[src/design/u8nc_pkg.sv]
`default_nettype none
package u8nc_pkg;

  localparam int CpW  = 21;
  localparam int LenW = 3;

  typedef enum logic [2:0] {
    ST_OK       = 3'd0,
    ST_NUL      = 3'd1,
    ST_BAD_LEAD = 3'd2,
    ST_TRUNC    = 3'd3,
    ST_BAD_CONT = 3'd4
  } status_t;

  // One decode step's outcome
  typedef struct packed {
    logic             emit;
    status_t          status;
    logic [CpW-1:0]   code_point;
    logic [LenW-1:0]  seq_length;
  } res_t;

endpackage
`default_nettype wire

[src/design/utf8_decoder_xml_name_class.sv]
// A byte accepted into the input register passes one decode step; its result is written to
// the result register, raising m_axis_tvalid, when that register can take a beat.
// Throughput: one byte per cycle while the result register can take a beat.
// Lead and middle bytes of a multibyte sequence give no result beat.
// Reset (rst, synchronous, active high) empties both registers and returns the
// decoder to waiting for a lead byte.
`default_nettype none
module utf8_decoder_xml_name_class
  import u8nc_pkg::*;
(
  input  wire logic        clk,
  input  wire logic        rst,
  input  wire logic        s_axis_tvalid,
  output logic             s_axis_tready,
  input  wire logic [15:0] s_axis_tdata,  // data_byte[7:0], bytes_remaining[10:8], zero pad
  output logic             m_axis_tvalid,
  input  wire logic        m_axis_tready,
  output logic [23:0]      m_axis_tdata,  // code_point[20:0], seq_length[23:21]
  output logic [4:0]       m_axis_tuser   // status[2:0], name_start_ok[3], name_char_ok[4]
);

  logic       in_valid;
  logic [7:0] in_byte;
  logic [2:0] in_avail;
  logic       advance;

  res_t       res;
  logic       ns_ok;
  logic       nc_ok;

  logic           out_valid;
  logic [CpW-1:0] out_cp;
  logic [2:0]     out_len;
  status_t        out_status;
  logic           out_ns;
  logic           out_nc;

  // Step the decoder when a byte is held and the result register can take a beat
  assign advance       = in_valid && (!out_valid || m_axis_tready);
  assign s_axis_tready = !in_valid || advance;

  always_ff @(posedge clk) begin
    if (rst) begin
      in_valid <= 1'b0;
    end else if (s_axis_tready) begin
      in_valid <= s_axis_tvalid;
    end
  end

  always_ff @(posedge clk) begin
    if (s_axis_tready && s_axis_tvalid) begin
      in_byte  <= s_axis_tdata[7:0];
      in_avail <= s_axis_tdata[10:8];
    end
  end

  u8nc_step u_step (
    .clk             (clk),
    .rst             (rst),
    .fire            (advance),
    .data_byte       (in_byte),
    .bytes_remaining (in_avail),
    .res             (res)
  );

  u8nc_class u_class (
    .code_point    (res.code_point),
    .valid_cp      (res.status == ST_OK),
    .name_start_ok (ns_ok),
    .name_char_ok  (nc_ok)
  );

  always_ff @(posedge clk) begin
    if (rst) begin
      out_valid <= 1'b0;
    end else if (advance) begin
      out_valid <= res.emit;
    end else if (m_axis_tready) begin
      out_valid <= 1'b0;
    end
  end

  always_ff @(posedge clk) begin
    if (advance && res.emit) begin
      out_cp     <= res.code_point;
      out_len    <= res.seq_length;
      out_status <= res.status;
      out_ns     <= ns_ok;
      out_nc     <= nc_ok;
    end
  end

  assign m_axis_tvalid = out_valid;
  assign m_axis_tdata  = {out_len, out_cp};
  assign m_axis_tuser  = {out_nc, out_ns, out_status};

  a_err_zero : assert property (@(posedge clk) disable iff (rst)
    m_axis_tvalid && (out_status != ST_OK) |-> (out_cp == '0) && (out_len == 3'd0))
    else $error("error beat carries a code point or length");

  a_start_is_char : assert property (@(posedge clk) disable iff (rst)
    m_axis_tvalid && out_ns |-> out_nc)
    else $error("name start character not flagged as name character");

  a_ok_len : assert property (@(posedge clk) disable iff (rst)
    m_axis_tvalid && (out_status == ST_OK) |->
      (out_len == 3'd1) || (out_len == 3'd2) || (out_len == 3'd3) || (out_len == 3'd4))
    else $error("ok beat with bad sequence length");

  a_no_beat_without_step : assert property (@(posedge clk) disable iff (rst)
    !$past(m_axis_tvalid) && !$past(advance) && !$past(rst) |-> !m_axis_tvalid)
    else $error("result appeared without a decode step");

endmodule
`default_nettype wire

[src/design/u8nc_step.sv]
`default_nettype none
module u8nc_step
  import u8nc_pkg::*;
(
  input  wire logic       clk,
  input  wire logic       rst,
  input  wire logic       fire,
  input  wire logic [7:0] data_byte,
  input  wire logic [2:0] bytes_remaining,
  output res_t            res
);

  logic [1:0]     bytes_pending, bytes_pending_next;
  logic [CpW-1:0] partial_value, partial_value_next;
  logic [2:0]     sequence_size, sequence_size_next;

  logic [CpW-1:0] shifted;
  logic [2:0]     need;
  logic [1:0]     need_m1;
  logic [CpW-1:0] lead_bits;
  logic           is_lead;

  assign shifted = {partial_value[CpW-7:0], data_byte[5:0]};

  always_comb begin
    need      = 3'd2;
    need_m1   = 2'd1;
    lead_bits = '0;
    is_lead   = 1'b1;
    priority if (data_byte[7:5] == 3'b110) begin
      need      = 3'd2;
      need_m1   = 2'd1;
      lead_bits = CpW'(data_byte[4:0]);
    end else if (data_byte[7:4] == 4'b1110) begin
      need      = 3'd3;
      need_m1   = 2'd2;
      lead_bits = CpW'(data_byte[3:0]);
    end else if (data_byte[7:3] == 5'b11110) begin
      need      = 3'd4;
      need_m1   = 2'd3;
      lead_bits = CpW'(data_byte[2:0]);
    end else begin
      is_lead = 1'b0;
    end
  end

  always_comb begin
    bytes_pending_next = bytes_pending;
    partial_value_next = partial_value;
    sequence_size_next = sequence_size;
    res                = '0;
    res.status         = ST_OK;
    if (bytes_pending != 2'd0) begin
      if (data_byte[7:6] != 2'b10) begin
        bytes_pending_next = 2'd0;
        partial_value_next = '0;
        sequence_size_next = 3'd0;
        res.emit           = 1'b1;
        res.status         = ST_BAD_CONT;
      end else if (bytes_pending == 2'd1) begin
        bytes_pending_next = 2'd0;
        partial_value_next = '0;
        sequence_size_next = 3'd0;
        res.emit           = 1'b1;
        res.code_point     = shifted;
        res.seq_length     = sequence_size;
      end else begin
        bytes_pending_next = bytes_pending - 2'd1;
        partial_value_next = shifted;
      end
    end else begin
      priority if (data_byte == 8'd0) begin
        res.emit   = 1'b1;
        res.status = ST_NUL;
      end else if (!data_byte[7]) begin
        res.emit       = 1'b1;
        res.code_point = CpW'(data_byte);
        res.seq_length = 3'd1;
      end else if (!is_lead) begin
        res.emit   = 1'b1;
        res.status = ST_BAD_LEAD;
      end else if (bytes_remaining < need) begin
        partial_value_next = '0;
        sequence_size_next = 3'd0;
        res.emit           = 1'b1;
        res.status         = ST_TRUNC;
      end else begin
        bytes_pending_next = need_m1;
        partial_value_next = lead_bits;
        sequence_size_next = need;
      end
    end
  end

  always_ff @(posedge clk) begin
    if (rst) begin
      bytes_pending <= 2'd0;
      partial_value <= '0;
      sequence_size <= 3'd0;
    end else if (fire) begin
      bytes_pending <= bytes_pending_next;
      partial_value <= partial_value_next;
      sequence_size <= sequence_size_next;
    end
  end

endmodule
`default_nettype wire

[src/design/u8nc_class.sv]
`default_nettype none
module u8nc_class
  import u8nc_pkg::*;
(
  input  wire logic [CpW-1:0] code_point,
  input  wire logic           valid_cp,
  output logic                name_start_ok,
  output logic                name_char_ok
);

  function automatic logic in_span(input logic [CpW-1:0] v, input logic [CpW-1:0] lo,
                                   input logic [CpW-1:0] hi);
    return (v >= lo) && (v <= hi);
  endfunction

  logic start_hit;
  logic extra_hit;

  always_comb begin
    start_hit = (code_point == 21'h3A) || in_span(code_point, 21'h41, 21'h5A) ||
                (code_point == 21'h5F) || in_span(code_point, 21'h61, 21'h7A) ||
                in_span(code_point, 21'hC0, 21'hD6) || in_span(code_point, 21'hD8, 21'hF6) ||
                in_span(code_point, 21'hF8, 21'h2FF) ||
                in_span(code_point, 21'h370, 21'h37D) ||
                in_span(code_point, 21'h37F, 21'h1FFF) ||
                in_span(code_point, 21'h200C, 21'h200D) ||
                in_span(code_point, 21'h2070, 21'h218F) ||
                in_span(code_point, 21'h2C00, 21'h2FEF) ||
                in_span(code_point, 21'h3001, 21'hD7FF) ||
                in_span(code_point, 21'hF900, 21'hFDCF) ||
                in_span(code_point, 21'hFDF0, 21'hFFFD) ||
                in_span(code_point, 21'h10000, 21'hEFFFF);
    extra_hit = (code_point == 21'h2D) || (code_point == 21'h2E) ||
                in_span(code_point, 21'h30, 21'h39) || (code_point == 21'hB7) ||
                in_span(code_point, 21'h300, 21'h36F) ||
                in_span(code_point, 21'h203F, 21'h2040);
    name_start_ok = valid_cp && start_hit;
    name_char_ok  = valid_cp && (start_hit || extra_hit);
  end

endmodule
`default_nettype wire

[config.mk]
export PLATFORM = sky130hd
export DESIGN_NAME = utf8_decoder_xml_name_class
export DESIGN_NICKNAME = d
export VERILOG_FILES = /design/src/design/u8nc_pkg.sv /design/src/design/utf8_decoder_xml_name_class.sv /design/src/design/u8nc_step.sv /design/src/design/u8nc_class.sv
export SDC_FILE = /design/constraint.sdc
export NUM_CORES = 1
export LEC_CHECK = 0
export BUFFER_PORTS_ARGS = -buffer_cell sky130_fd_sc_hd__buf_2
export CAP_MARGIN = 20
export CORE_UTILIZATION = 45
export DETAILED_ROUTE_END_ITERATION = 8
export GPL_TIMING_DRIVEN = 0
export PLACE_DENSITY = 0.75
export REMOVE_ABC_BUFFERS = 1
export SYNTH_ARGS = -nofsm -noshare
export SYNTH_HDL_FRONTEND = slang
export SYNTH_SLANG_ARGS = --single-unit
[constraint.sdc]
create_clock -name clk -period 6.55 [get_ports clk]
set_clock_uncertainty 0.2 [all_clocks]
set_input_delay 1.31 -clock clk [delete_from_list [all_inputs] [get_ports clk]]
set_output_delay 1.31 -clock clk [all_outputs]
set_load 0.1 [all_outputs]
==> run metrics <==
# port buffers 45; ranking of synthesized cells by area edfxtp_1 (33%), dfxtp_1 (12%), a21oi_1 (4.3%); postcts setup bufs 0; Switching Share 0.300; initial drt markers 490; sequential cell area ~0.0016 mm^2; Min Clock Period, post-route 4130 ps; cts repair resizes 0; Synth Area in Compound Gates 0.190; IO Count just over 50; Synth top area share 0.325; combinational power share 0.150; largest area contributor in the synthesized netlist edfxtp_1; CP Class reg2reg; cts bufs inserted 9; Worst EP required 6390 ps; Synth Register Bits just over 60; nets 460; Final setup viols 0; Final Max Slew Viols 0; CTS clock-pin slew for the worst setup and hold paths approximately 70 ps; CP Capture Point out_cp[10]$_DFFE_PP_; row cnt 32; most common cell in the netlist nand2_1; H-tree depth 3; clk root buf clkbuf_8; Leak Pwr between 1.5 and 2 nW; initial antenna violation count 0; largest family of logic cells by synthesized area simple AND/OR/NAND/NOR gates; Die X 92.6 um; EDFF count, synth 40; Peak supply drop between 100 and 150 uV; DR WL/cell 18.0 um; syn_area_per_cell roughly 9 um^2; first-pass GRT wire length around 15000 um; Critical Path Fanout Max 20; share of layout cells above drive strength 1 0.175; Hold-fix buffers, CTS 0; PnR worst setup slack between 2000 and 2500 ps; Switch Pwr around 270 uW; area occupied by multi-input gates approximately 0.0018 mm^2; number of routed nets with antenna violations 0; Final Util 0.523; largest net degree at the start of global routing 31; total power around 900 uW; mux contribution to synthesized area 0.00271; CP startpoint kind flip-flop; Synth Area in Adders 0.0135; RSZ-0062 raised after global routing false; xor and xnor area share after synthesis 0.00237; Clock Power Share 0.353; sequential area share after synthesis 0.444; Longest Clk Path Bufs 2; CTS tree built; min-delay worst type reg2reg; CP Data Arrival Time about 4000 ps; Place WS 2540 ps; simple-gate share of the synthesized area 0.290; Seq pwr share 0.498; power density cells 219 mW/mm^2; routability cong. 0.923; Layout area overhead 11.1%; GRT Resource Usage Total 0.236; placed cell areas between 0.003 and 0.004 mm^2; worst r2r src in_byte[5]$_DFFE_PP_; status completed; final instance area between 0.004 and 0.005 mm^2; Mapped Cells 410; count of different cell masters after synthesis 73; reg2reg path depth 10; vias after detailed routing ~3.4k; total gr overflow 0; residual DRC count 0; Initial Utilization 0.471; Least-Margin Pin Slew around 1000 ps; FFs w/ async S/R, synth 0; vias per cell between 6 and 7; Crit. End Element flip-flop; clk_lat worst skew between 300 and 400 ps; number of global-route vias before repair 3071; internal power between 600 and 700 uW; Setup TNS 0 ps; max-cap viol count 0; synth warn 0; post-route insts no fill roughly 540; clk sink count 62; commonest cells in the netlist nand2_1 (42), edfxtp_1 (40), a21oi_1 (32); Min-Delay Path Depth 2; Fillers 743; f_max 0.242 GHz; Post-Syn Area ~0.0037 mm^2; top_reg_cell synth edfxtp_1; Pre-antenna DRT Iters 5; final hold vios 0; core area 0.00785 mm^2; WL final about 9800 um; Setup crit start in_byte[5]$_DFFE_PP_; Antenna Cells 0; Worst slew margin 0.308; Reg2Reg Setup Slack around 2400 ps; Hold Slack 247 ps; placed cells 527; die area ~0.0086 mm^2; height of the die about 93 um; dpl hpwl between 6000 and 7000 um; reg2reg end out_cp[10]$_DFFE_PP_; final cycle utilization of the critical path 0.630
-- power groups by stage --
stage               logic (mW)  clock network, mW  registers (mW)
finish                   0.134              0.317           0.447
global route             0.142              0.340           0.448
CTS                      0.134              0.322           0.446
detailed placement       0.133                  0           0.455
global placement         0.130                  0           0.455
floorplan               0.0418                  0           0.514
-- registers in the layout, summed over array words and instances, names as in the netlist --
signal / flops
u_step.sequence_size: 3
in_valid: 1
m_axis_tvalid: 1
out_nc: 1
out_ns: 1
u_step.partial_value: 15
out_status: 3
out_len: 3
in_avail: 3
out_cp: 21
u_step.bytes_pending: 2
in_byte: 8
-- layout by cell type, fill, tap and decap left out, types with 3 or more instances in the layout --
master    Yosys  routed
a211oi_1      5       5
a21o_1        4       4
a21oi_1      32      32
a22oi_1       3       3
a31oi_1       4       4
and2_1       20      20
and3_1        5       5
buf_2         9      46
clkbuf_8      0      10
dfxtp_1      22      22
edfxtp_1     40      40
ha_1          4       4
inv_1        13      13
nand2_1      42      42
nand2b_1      4       4
nand3_1      23      23
nand4_1      14      14
nand4b_1      3       3
nor2_1       27      26
nor3_1       15      15
nor4_1       11      11
o21a_1        4       4
o21ai_0      11      11
o21ai_1       3       3
o22ai_1       3       3
o31ai_1       5       5
or3_1         8       8
-- worst max-delay path: stages (launching register included) --
cell      delay [ps]
edfxtp_1         770
nand2_1          250
or3_1            450
inv_1            100
ha_1             230
o21a_1           110
o21a_1           190
o21ai_0          380
o21ai_0          270
nor2_2           600
buf_8            270
-- how the worst min path moves through the flow --
stage | from | endpoint | slack, ps
floorplan | u_step.sequence_size[1]$_SDFFE_PP0P_ | u_step.sequence_size[1]$_SDFFE_PP0P_ | 220
global placement | u_step.sequence_size[2]$_SDFFE_PP0P_ | u_step.sequence_size[2]$_SDFFE_PP0P_ | 240
detailed placement | u_step.sequence_size[2]$_SDFFE_PP0P_ | u_step.sequence_size[2]$_SDFFE_PP0P_ | 240
CTS | u_step.sequence_size[2]$_SDFFE_PP0P_ | u_step.sequence_size[2]$_SDFFE_PP0P_ | 250
global route | u_step.sequence_size[1]$_SDFFE_PP0P_ | u_step.sequence_size[1]$_SDFFE_PP0P_ | 270
finish | u_step.sequence_size[2]$_SDFFE_PP0P_ | u_step.sequence_size[2]$_SDFFE_PP0P_ | 250
-- final cells by class --
type / count / area share
sequential: 62 / 0.400
timing repair buffer: 48 / 0.0615
clock buffer: 13 / 0.0414
tap: 102 / 0.0311
clock inverter: 3 / 0.00396
multi-input combinational: 301 / 0.449
inverter: 14 / 0.0128
-- kinds of logic (layout without fill, tap and decap cells) --
| family | Yosys count | after routing |
|---|---|---|
| multiplexers | 1 | 1 |
| AO/OA/AOI/OAI | 102 | 102 |
| buffers and inverters | 47 | 78 |
| adder cells (fa/ha/maj) | 4 | 4 |
| AND/OR/NAND/NOR | 193 | 193 |
| flip-flops | 62 | 62 |
| XOR/XNOR | 1 | 1 |
-- layer usage --
metal  track usage  part of all wire
met1         0.321              0.45
met2         0.351              0.44
met3        0.0468             0.076
met4         0.131             0.035
met5             0                 0
No activity file was read; power rests on OpenSTA's default activity.
